## src/sv/mlfd_pkg.sv

```systemverilog
// ----------------------------------------------------------------------------
// mlfd_pkg
// Shared types and constants for the magic/length frame deframer.
// ----------------------------------------------------------------------------
`default_nettype none

package mlfd_pkg;

  // Parser phase
  typedef enum logic [2:0] {
    PH_MAGIC0 = 3'd0,
    PH_MAGIC1 = 3'd1,
    PH_HEADER = 3'd2,
    PH_PATH   = 3'd3,
    PH_DATA   = 3'd4
  } mlfd_phase_t;

  // Result kinds (carried on tuser)
  localparam logic [1:0] KIND_PATH   = 2'd0;
  localparam logic [1:0] KIND_DATA   = 2'd1;
  localparam logic [1:0] KIND_REJECT = 2'd2;

  // Configuration register indexes
  localparam logic [1:0] CFG_FIRST_MAGIC  = 2'd0;
  localparam logic [1:0] CFG_SECOND_MAGIC = 2'd1;
  localparam logic [1:0] CFG_PATH_LIMIT   = 2'd2;
  localparam logic [1:0] CFG_DATA_LIMIT   = 2'd3;

  // Configuration reset values
  localparam logic [7:0]  FIRST_MAGIC_RST  = 8'hB5;
  localparam logic [7:0]  SECOND_MAGIC_RST = 8'h0B;
  localparam logic [16:0] PATH_LIMIT_RST   = 17'd64;
  localparam logic [31:0] DATA_LIMIT_RST   = 32'd614400;

  // Header holds six bytes; index of the final one
  localparam logic [2:0] HDR_LAST_IDX = 3'd5;

  typedef struct packed {
    logic [7:0]  first_magic;
    logic [7:0]  second_magic;
    logic [16:0] path_limit;
    logic [31:0] data_limit;
  } mlfd_cfg_t;

  typedef struct packed {
    logic        valid;
    logic [1:0]  kind;
    logic [7:0]  payload;
    logic        last;
    logic [15:0] path_length;
    logic [31:0] data_length;
  } mlfd_result_t;

endpackage

`default_nettype wire

```

## src/sv/mlfd_parser.sv

```systemverilog
// ----------------------------------------------------------------------------
// mlfd_parser
// Frame state machine: sync search, header capture and checks, path/data
// byte counting. Produces at most one result per consumed byte.
// ----------------------------------------------------------------------------
`default_nettype none

module mlfd_parser (
  input  wire logic                 clk,
  input  wire logic                 rst,
  input  wire logic                 step,       // consume in_byte this cycle
  input  wire logic [7:0]           in_byte,
  input  wire mlfd_pkg::mlfd_cfg_t  cfg,
  output mlfd_pkg::mlfd_result_t    result
);
  import mlfd_pkg::*;

  mlfd_phase_t  phase, phase_next;
  logic [2:0]   hdr_count, hdr_count_next;
  logic [39:0]  hdr, hdr_next;          // first five header bytes, byte 0 lowest
  logic [15:0]  held_path, held_path_next;
  logic [31:0]  held_data, held_data_next;
  logic [31:0]  byte_count, byte_count_next;

  // Shared decode terms
  logic [15:0] dec_path;
  logic [31:0] dec_data;
  logic        hdr_done;
  logic        reject;
  logic [31:0] cnt_inc;
  logic        path_done;
  logic        data_done;

  assign dec_path  = hdr[15:0];
  assign dec_data  = {in_byte, hdr[39:16]};
  assign hdr_done  = (hdr_count == HDR_LAST_IDX);
  assign reject    = (dec_path == 16'd0) || ({1'b0, dec_path} >= cfg.path_limit) ||
                     (dec_data > cfg.data_limit);
  assign cnt_inc   = byte_count + 32'd1;
  assign path_done = (cnt_inc == {16'd0, held_path});
  assign data_done = (cnt_inc == held_data);

  // Next state
  always_comb begin
    phase_next      = phase;
    hdr_count_next  = hdr_count;
    hdr_next        = hdr;
    held_path_next  = held_path;
    held_data_next  = held_data;
    byte_count_next = byte_count;
    case (phase)
      PH_MAGIC1: begin
        if (in_byte == cfg.second_magic) begin
          phase_next     = PH_HEADER;
          hdr_count_next = 3'd0;
        end else begin
          phase_next = PH_MAGIC0;
        end
      end
      PH_HEADER: begin
        hdr_next = {in_byte, hdr[39:8]};
        if (hdr_done) begin
          hdr_count_next = 3'd0;
          held_path_next = dec_path;
          held_data_next = dec_data;
          if (reject) begin
            phase_next = PH_MAGIC0;
          end else begin
            byte_count_next = 32'd0;
            phase_next      = PH_PATH;
          end
        end else begin
          hdr_count_next = hdr_count + 3'd1;
        end
      end
      PH_PATH: begin
        byte_count_next = cnt_inc;
        if (path_done) begin
          if (held_data == 32'd0) begin
            phase_next = PH_MAGIC0;
          end else begin
            byte_count_next = 32'd0;
            phase_next      = PH_DATA;
          end
        end
      end
      PH_DATA: begin
        byte_count_next = cnt_inc;
        if (data_done) phase_next = PH_MAGIC0;
      end
      default: begin
        phase_next = (in_byte == cfg.first_magic) ? PH_MAGIC1 : PH_MAGIC0;
      end
    endcase
  end

  // Result for the byte being consumed
  always_comb begin
    result.valid       = 1'b0;
    result.kind        = KIND_PATH;
    result.payload     = in_byte;
    result.last        = 1'b0;
    result.path_length = held_path;
    result.data_length = held_data;
    case (phase)
      PH_HEADER: begin
        result.valid       = hdr_done && reject;
        result.kind        = KIND_REJECT;
        result.payload     = 8'd0;
        result.path_length = dec_path;
        result.data_length = dec_data;
      end
      PH_PATH: begin
        result.valid = 1'b1;
        result.kind  = KIND_PATH;
        result.last  = path_done && (held_data == 32'd0);
      end
      PH_DATA: begin
        result.valid = 1'b1;
        result.kind  = KIND_DATA;
        result.last  = data_done;
      end
      default: begin
        result.valid = 1'b0;
      end
    endcase
  end

  // State registers; header bytes need no reset
  always_ff @(posedge clk) begin
    if (rst) begin
      phase      <= PH_MAGIC0;
      hdr_count  <= 3'd0;
      held_path  <= 16'd0;
      held_data  <= 32'd0;
      byte_count <= 32'd0;
    end else if (step) begin
      phase      <= phase_next;
      hdr_count  <= hdr_count_next;
      held_path  <= held_path_next;
      held_data  <= held_data_next;
      byte_count <= byte_count_next;
    end
  end

  always_ff @(posedge clk) begin
    if (step) hdr <= hdr_next;
  end

endmodule

`default_nettype wire

```

## src/sv/mlfd_out_stage.sv

```systemverilog
// ----------------------------------------------------------------------------
// mlfd_out_stage
// Output register holding one result word until the sink takes it.
// ----------------------------------------------------------------------------
`default_nettype none

module mlfd_out_stage (
  input  wire logic                   clk,
  input  wire logic                   rst,
  input  wire logic                   load,     // only when empty or being taken
  input  wire mlfd_pkg::mlfd_result_t result,
  input  wire logic                   ready,
  output logic                        valid,
  output mlfd_pkg::mlfd_result_t      held
);
  import mlfd_pkg::*;

  // Valid flag
  always_ff @(posedge clk) begin
    if (rst) begin
      valid <= 1'b0;
    end else if (load) begin
      valid <= result.valid;
    end else if (ready) begin
      valid <= 1'b0;
    end
  end

  // Payload
  always_ff @(posedge clk) begin
    if (load && result.valid) held <= result;
  end

endmodule

`default_nettype wire

```

## src/sv/magic_length_frame_deframer_unit.sv

```systemverilog
// Data path: an accepted byte is held in the input register, then its result
//   word, if any, is loaded into the output register and shown on m_axis_tvalid.
// Throughput: one byte per cycle while the output register is free or taken;
//   input and output registers let a new byte in while a finished word waits.
// Reset: synchronous rst returns to sync search, clears counters and lengths,
//   and loads the configuration defaults.
// ----------------------------------------------------------------------------
// magic_length_frame_deframer_unit
// Byte-stream deframer: finds magic-prefixed frames with path/data length fields,
// passes path and data bytes out with a last-of-frame mark, reports bad headers.
// ----------------------------------------------------------------------------
`default_nettype none

module magic_length_frame_deframer_unit (
  input  wire logic        clk,
  input  wire logic        rst,
  // Input byte stream
  input  wire logic        s_axis_tvalid,
  output logic             s_axis_tready,
  input  wire logic [7:0]  s_axis_tdata,   // [7:0] stream_byte
  // Result stream
  output logic             m_axis_tvalid,
  input  wire logic        m_axis_tready,
  output logic [55:0]      m_axis_tdata,   // [7:0] payload, [23:8] path_length,
                                           // [55:24] data_length
  output logic [1:0]       m_axis_tuser,   // [1:0] kind
  output logic             m_axis_tlast,   // frame_last
  // Configuration writes
  input  wire logic        cfg_valid,
  output logic             cfg_ready,
  input  wire logic [1:0]  cfg_index,
  input  wire logic [31:0] cfg_data
);
  import mlfd_pkg::*;

  mlfd_cfg_t    cfg;
  logic         in_valid;
  logic [7:0]   in_byte;
  logic         advance;
  logic         step;
  mlfd_result_t result;
  mlfd_result_t out_word;

  // Configuration registers
  assign cfg_ready = 1'b1;

  always_ff @(posedge clk) begin
    if (rst) begin
      cfg.first_magic  <= FIRST_MAGIC_RST;
      cfg.second_magic <= SECOND_MAGIC_RST;
      cfg.path_limit   <= PATH_LIMIT_RST;
      cfg.data_limit   <= DATA_LIMIT_RST;
    end else if (cfg_valid && cfg_ready) begin
      case (cfg_index)
        CFG_FIRST_MAGIC:  cfg.first_magic  <= cfg_data[7:0];
        CFG_SECOND_MAGIC: cfg.second_magic <= cfg_data[7:0];
        CFG_PATH_LIMIT:   cfg.path_limit   <= cfg_data[16:0];
        CFG_DATA_LIMIT:   cfg.data_limit   <= cfg_data;
        default: ;
      endcase
    end
  end

  // Input register; pipeline moves when the output register is free or being taken
  assign advance       = !m_axis_tvalid || m_axis_tready;
  assign step          = in_valid && advance;
  assign s_axis_tready = !in_valid || advance;

  always_ff @(posedge clk) begin
    if (rst) begin
      in_valid <= 1'b0;
    end else if (s_axis_tvalid && s_axis_tready) begin
      in_valid <= 1'b1;
    end else if (step) begin
      in_valid <= 1'b0;
    end
  end

  always_ff @(posedge clk) begin
    if (s_axis_tvalid && s_axis_tready) in_byte <= s_axis_tdata;
  end

  mlfd_parser u_parser (
    .clk     (clk),
    .rst     (rst),
    .step    (step),
    .in_byte (in_byte),
    .cfg     (cfg),
    .result  (result)
  );

  mlfd_out_stage u_out (
    .clk    (clk),
    .rst    (rst),
    .load   (step),
    .result (result),
    .ready  (m_axis_tready),
    .valid  (m_axis_tvalid),
    .held   (out_word)
  );

  // Output packing
  assign m_axis_tdata = {out_word.data_length, out_word.path_length, out_word.payload};
  assign m_axis_tuser = out_word.kind;
  assign m_axis_tlast = out_word.last;

  // Checks
  a_reject_not_last: assert property (@(posedge clk) disable iff (rst)
    m_axis_tvalid && (m_axis_tuser == KIND_REJECT) |-> !m_axis_tlast)
    else $error("rejection word marked as frame end");

  a_reject_zero_payload: assert property (@(posedge clk) disable iff (rst)
    m_axis_tvalid && (m_axis_tuser == KIND_REJECT) |-> (m_axis_tdata[7:0] == 8'd0))
    else $error("rejection word carries a payload byte");

  a_kind_range: assert property (@(posedge clk) disable iff (rst)
    m_axis_tvalid |-> (m_axis_tuser == KIND_PATH || m_axis_tuser == KIND_DATA ||
                       m_axis_tuser == KIND_REJECT))
    else $error("result word with unused kind");

  a_hold_when_full: assert property (@(posedge clk) disable iff (rst)
    in_valid && m_axis_tvalid && !m_axis_tready |-> !s_axis_tready)
    else $error("input taken while both stages are full");

endmodule

`default_nettype wire
```

## config.mk

```make
export PLATFORM = sky130hd
export DESIGN_NAME = magic_length_frame_deframer_unit
export DESIGN_NICKNAME = d
export VERILOG_FILES = /design/src/sv/mlfd_pkg.sv /design/src/sv/mlfd_parser.sv /design/src/sv/mlfd_out_stage.sv /design/src/sv/magic_length_frame_deframer_unit.sv
export SDC_FILE = /design/constraint.sdc
export NUM_CORES = 1
export LEC_CHECK = 0
export ABC_AREA = 1
export BUFFER_PORTS_ARGS = -buffer_cell sky130_fd_sc_hd__buf_4
export CORE_ASPECT_RATIO = 1.5
export CORE_MARGIN = 1
export CORE_UTILIZATION = 65
export DETAILED_ROUTE_END_ITERATION = 16
export GPL_TIMING_DRIVEN = 0
export PLACE_DENSITY = 0.86
export SLEW_MARGIN = 20
export SYNTH_ARGS = -nofsm -noshare
export SYNTH_HDL_FRONTEND = slang
export SYNTH_SLANG_ARGS = --single-unit
```

## constraint.sdc

```tcl
create_clock -name clk -period 15.9 [get_ports clk]
set_clock_uncertainty 0.2 [all_clocks]
set_input_delay 4.77 -clock clk [delete_from_list [all_inputs] [get_ports clk]]
set_output_delay 4.77 -clock clk [all_outputs]
set_load 0.01 [all_outputs]
```

==> qor.yml <==
layout:
  drive_gt1_share_pct: 9.32
  area_growth_pct: 15.4
  register_area_mm2: 0.00628
  fin_nets: 1913
  multi_input_area_mm2: 0.00577
  nFillCells: 1342
  diodes: 0
setup_path:
  ff2ff_setup_slack_ns: 12.19
  worstPathMaxFanout: 3
  slowest_delay_ns: 0.19
  criticalPathCategory: "input port to output port"
  startpoint_type: "input port"
  r2r_start: "u_parser.phase[2]$_SDFFE_PP0P_"
  crit_path_top_delay_cell: "buf_4"
  ff2ff_path_depth: 12
  arrival_ns: 5.29
  worst_path_most_repeated_cell: "buf_4"
  crit_required_ns: 10.93
  endpoint_kind: "output port"
  r2r_end: "u_parser.held_data[30]$_SDFFE_PP0P_"
  worstPathCellList: "buf_4, inv_1, nand3_1, buf_4"
clock_tree:
  cts_setup_buffers: 0
  cts_buffers: 25
  clock_latency_ns: 0.53
  clock_sinks: 260
  cts.clk_slew.worst_paths_ns: 0.06
  cts_hold_buffers: 0
  cts_tree: "built"
  ctsResizeCount: 0
  h-tree-depth: 1
  clock_path_buffers: 3
  cts-root-buf: "clkbuf_16"
global_route:
  grt_overflow: 0
  grt_pass1_wl_um: 65100
  antenna_found_initial: 0
  top_usage_layer: "met2"
  grt_use_met1_pct: 47.7
  grt_util_met2_pct: 71.6
  grt_start_max_net_pins: 34
  grt_pass1_vias: 12500
  gr-usage-met3_pct: 6.52
  grt_util_all_layers_pct: 42.4
synth:
  synth_top_area_cell: "edfxtp_1"
  syn_nets: 1778
  syn_area_per_cell_um2: 7.70
  synth_top_area_share_pct: 24.8
  synthCells: 1682
  ys_top_cells_by_area: "edfxtp_1 25%, dfxtp_1 24%, nand2_1 13%, o21ai_0 6.3%, a21oi_1 6.0%"
  ys_seq_area_share_pct: 48.5
  synth_edf_count: 107
  synth_warnings: 0
  syn_area_mm2: 0.0129
  ys_types: 35
  synth_ff_type: "dfxtp_1"
  synth-async-reset-ratio_pct: 0
  synth-seq-cells: 260
drt:
  viasPerCell: 6.03
  routed_wl_um: 42700
  drc: 0
  ant_nets: 0
  routedWlPerCell_um: 20.4
  drtPass1Iterations: 6
  vias: 12600
  drtIter0Drc: 1548
sta:
  max_freq_mhz: 97.5
  maxSlewViolCount: 0
  slew_headroom_pct: 40.1
  finalCritPeriodShare_pct: 64.5
  final-hold-violation-count: 0
  hold_slack_ns: 0.262
  setup_violations: 0
  min_period_ns: 10.26
  worstMarginPinSlew_ns: 0.891
  fin_tns_setup_ns: 0
  rsz0062_at_grt: "false"
hold_path:
  min_from: "cfg[37]$_SDFFE_PP0P_"
  hold_end: "cfg[37]$_SDFFE_PP0P_"
  worstHoldPathType: "register to register"
  hold_path_depth: 2
placed_design:
  detailedPlacementHpwl_um: 31200
  io_buffers: 106
  place_congestion: 0.950
run_status:
  outcome: "finished clean"
floorplan:
  die-height_um: 175
  rows: 62
  core_mm2: 0.0193
  chipWidth_um: 117
  die_area_mm2: 0.0205
  start_util_pct: 67.0
  pin_count: 109
power:
  power.leakage_nw: 6.02
  peakVddDrop_v: 0.000105
  powerDensity_mw_per_mm2: 93.7
run:
  cap_violations: 0
area by class of cell:
class	count	area share (%)
plain buffers	56	1.58
clock buffers	29	4.36
clock inverters	16	1.15
repair buffers	108	5.60
inverters	181	4.55
multi-input cells	1185	38.6
flip-flops and latches	260	42.0
well taps	256	2.14
synthesized netlist by cell type (3+ instances only):
master and instances:
ha_1 49, edfxtp_1 107, nand3_1 95, nand2_1 453, nor2_4 5, nor3b_1 3
inv_1 178, o21ai_0 162, nor4_1 12, nand3b_1 10, dfxtp_1 153, o21a_1 3
nor2_1 164, xnor2_1 9, buf_6 3, clkbuf_1 51, nand2_2 6, a21oi_1 156
xor2_1 10, nor3_1 10, nand4_1 24
per-layer routing:
metal	routed length (um)	up-vias
met4	3510	0
met2	20700	782
met5	0	-
met1	14800	5764
li1	-	5833
met3	3620	224
worst max-delay path, delay by kind of cell:
family	cells	cell delay (ns)
buffers and inverters	3	0.38
and+or+nand+nor	1	0.14
power by group:
part	total, W	internal, W	switching [W]
combinational	0.0000790	0.0000289	0.0000501
sequential	0.000710	0.000702	0.00000811
clock	0.000610	0.000344	0.000267
through the flow:
step	setup slack (ns)	util, %	area [um2]	total power [W]	instances
floorplan	5.98	-	12900	0.000766	1682
global placement	5.11	72.8	14100	0.000794	2044
detailed placement	5.70	73.1	14100	0.000799	2046
CTS	5.67	77.3	14900	0.00139	2091
global route	5.64	77.3	14900	0.00143	2091
finish	5.64	77.3	14900	0.00140	2091
flip-flops by register name (all words and copies together), names as in the netlist:
| register | count |
|---|---|
| cfg | 65 |
| in_byte | 8 |
| in_valid | 1 |
| u_out.held | 59 |
| u_out.valid | 1 |
| u_parser.byte_count | 32 |
| u_parser.hdr | 40 |
| u_parser.hdr_count | 3 |
| u_parser.held_data | 32 |
| u_parser.held_path | 16 |
| u_parser.phase | 3 |
cells by family after synthesis:
logic type / synth area share, %
buffers and inverters: 7.08
AO/OA/AOI/OAI: 12.8
adder cells (fa/ha/maj): 4.74
other: 0.0290
flip-flops: 48.5
AND/OR/NAND/NOR: 25.5
XOR/XNOR: 1.29
cells in the final DEF (no fill, tap or decap), types with 3 or more instances in the layout:
| master | count |
|---|---|
| a21oi_1 | 156 |
| buf_4 | 107 |
| buf_6 | 3 |
| bufinv_16 | 3 |
| clkbuf_1 | 54 |
| clkbuf_16 | 25 |
| clkinv_1 | 4 |
| clkinv_2 | 4 |
| clkinvlp_4 | 6 |
| dfxtp_1 | 153 |
| edfxtp_1 | 107 |
| ha_1 | 49 |
| inv_1 | 178 |
| nand2_1 | 452 |
| nand2_2 | 6 |
| nand3_1 | 95 |
| nand3b_1 | 10 |
| nand4_1 | 24 |
| nor2_1 | 163 |
| nor2_4 | 6 |
| nor3_1 | 10 |
| nor3b_1 | 3 |
| nor4_1 | 12 |
| o21a_1 | 3 |
| o21ai_0 | 162 |
| xnor2_1 | 9 |
| xor2_1 | 10 |
how the worst max path moves through the flow:
stage,start,endpoint,slack (ns),depth (start not counted)
floorplan,m_axis_tready,s_axis_tready,5.98,2
global placement,m_axis_tready,u_out.held[33]$_DFFE_PP_,5.11,9
detailed placement,m_axis_tready,s_axis_tready,5.70,4
CTS,m_axis_tready,s_axis_tready,5.67,4
global route,m_axis_tready,s_axis_tready,5.64,4
finish,m_axis_tready,s_axis_tready,5.64,4
No activity file was read; power rests on OpenSTA's default activity.
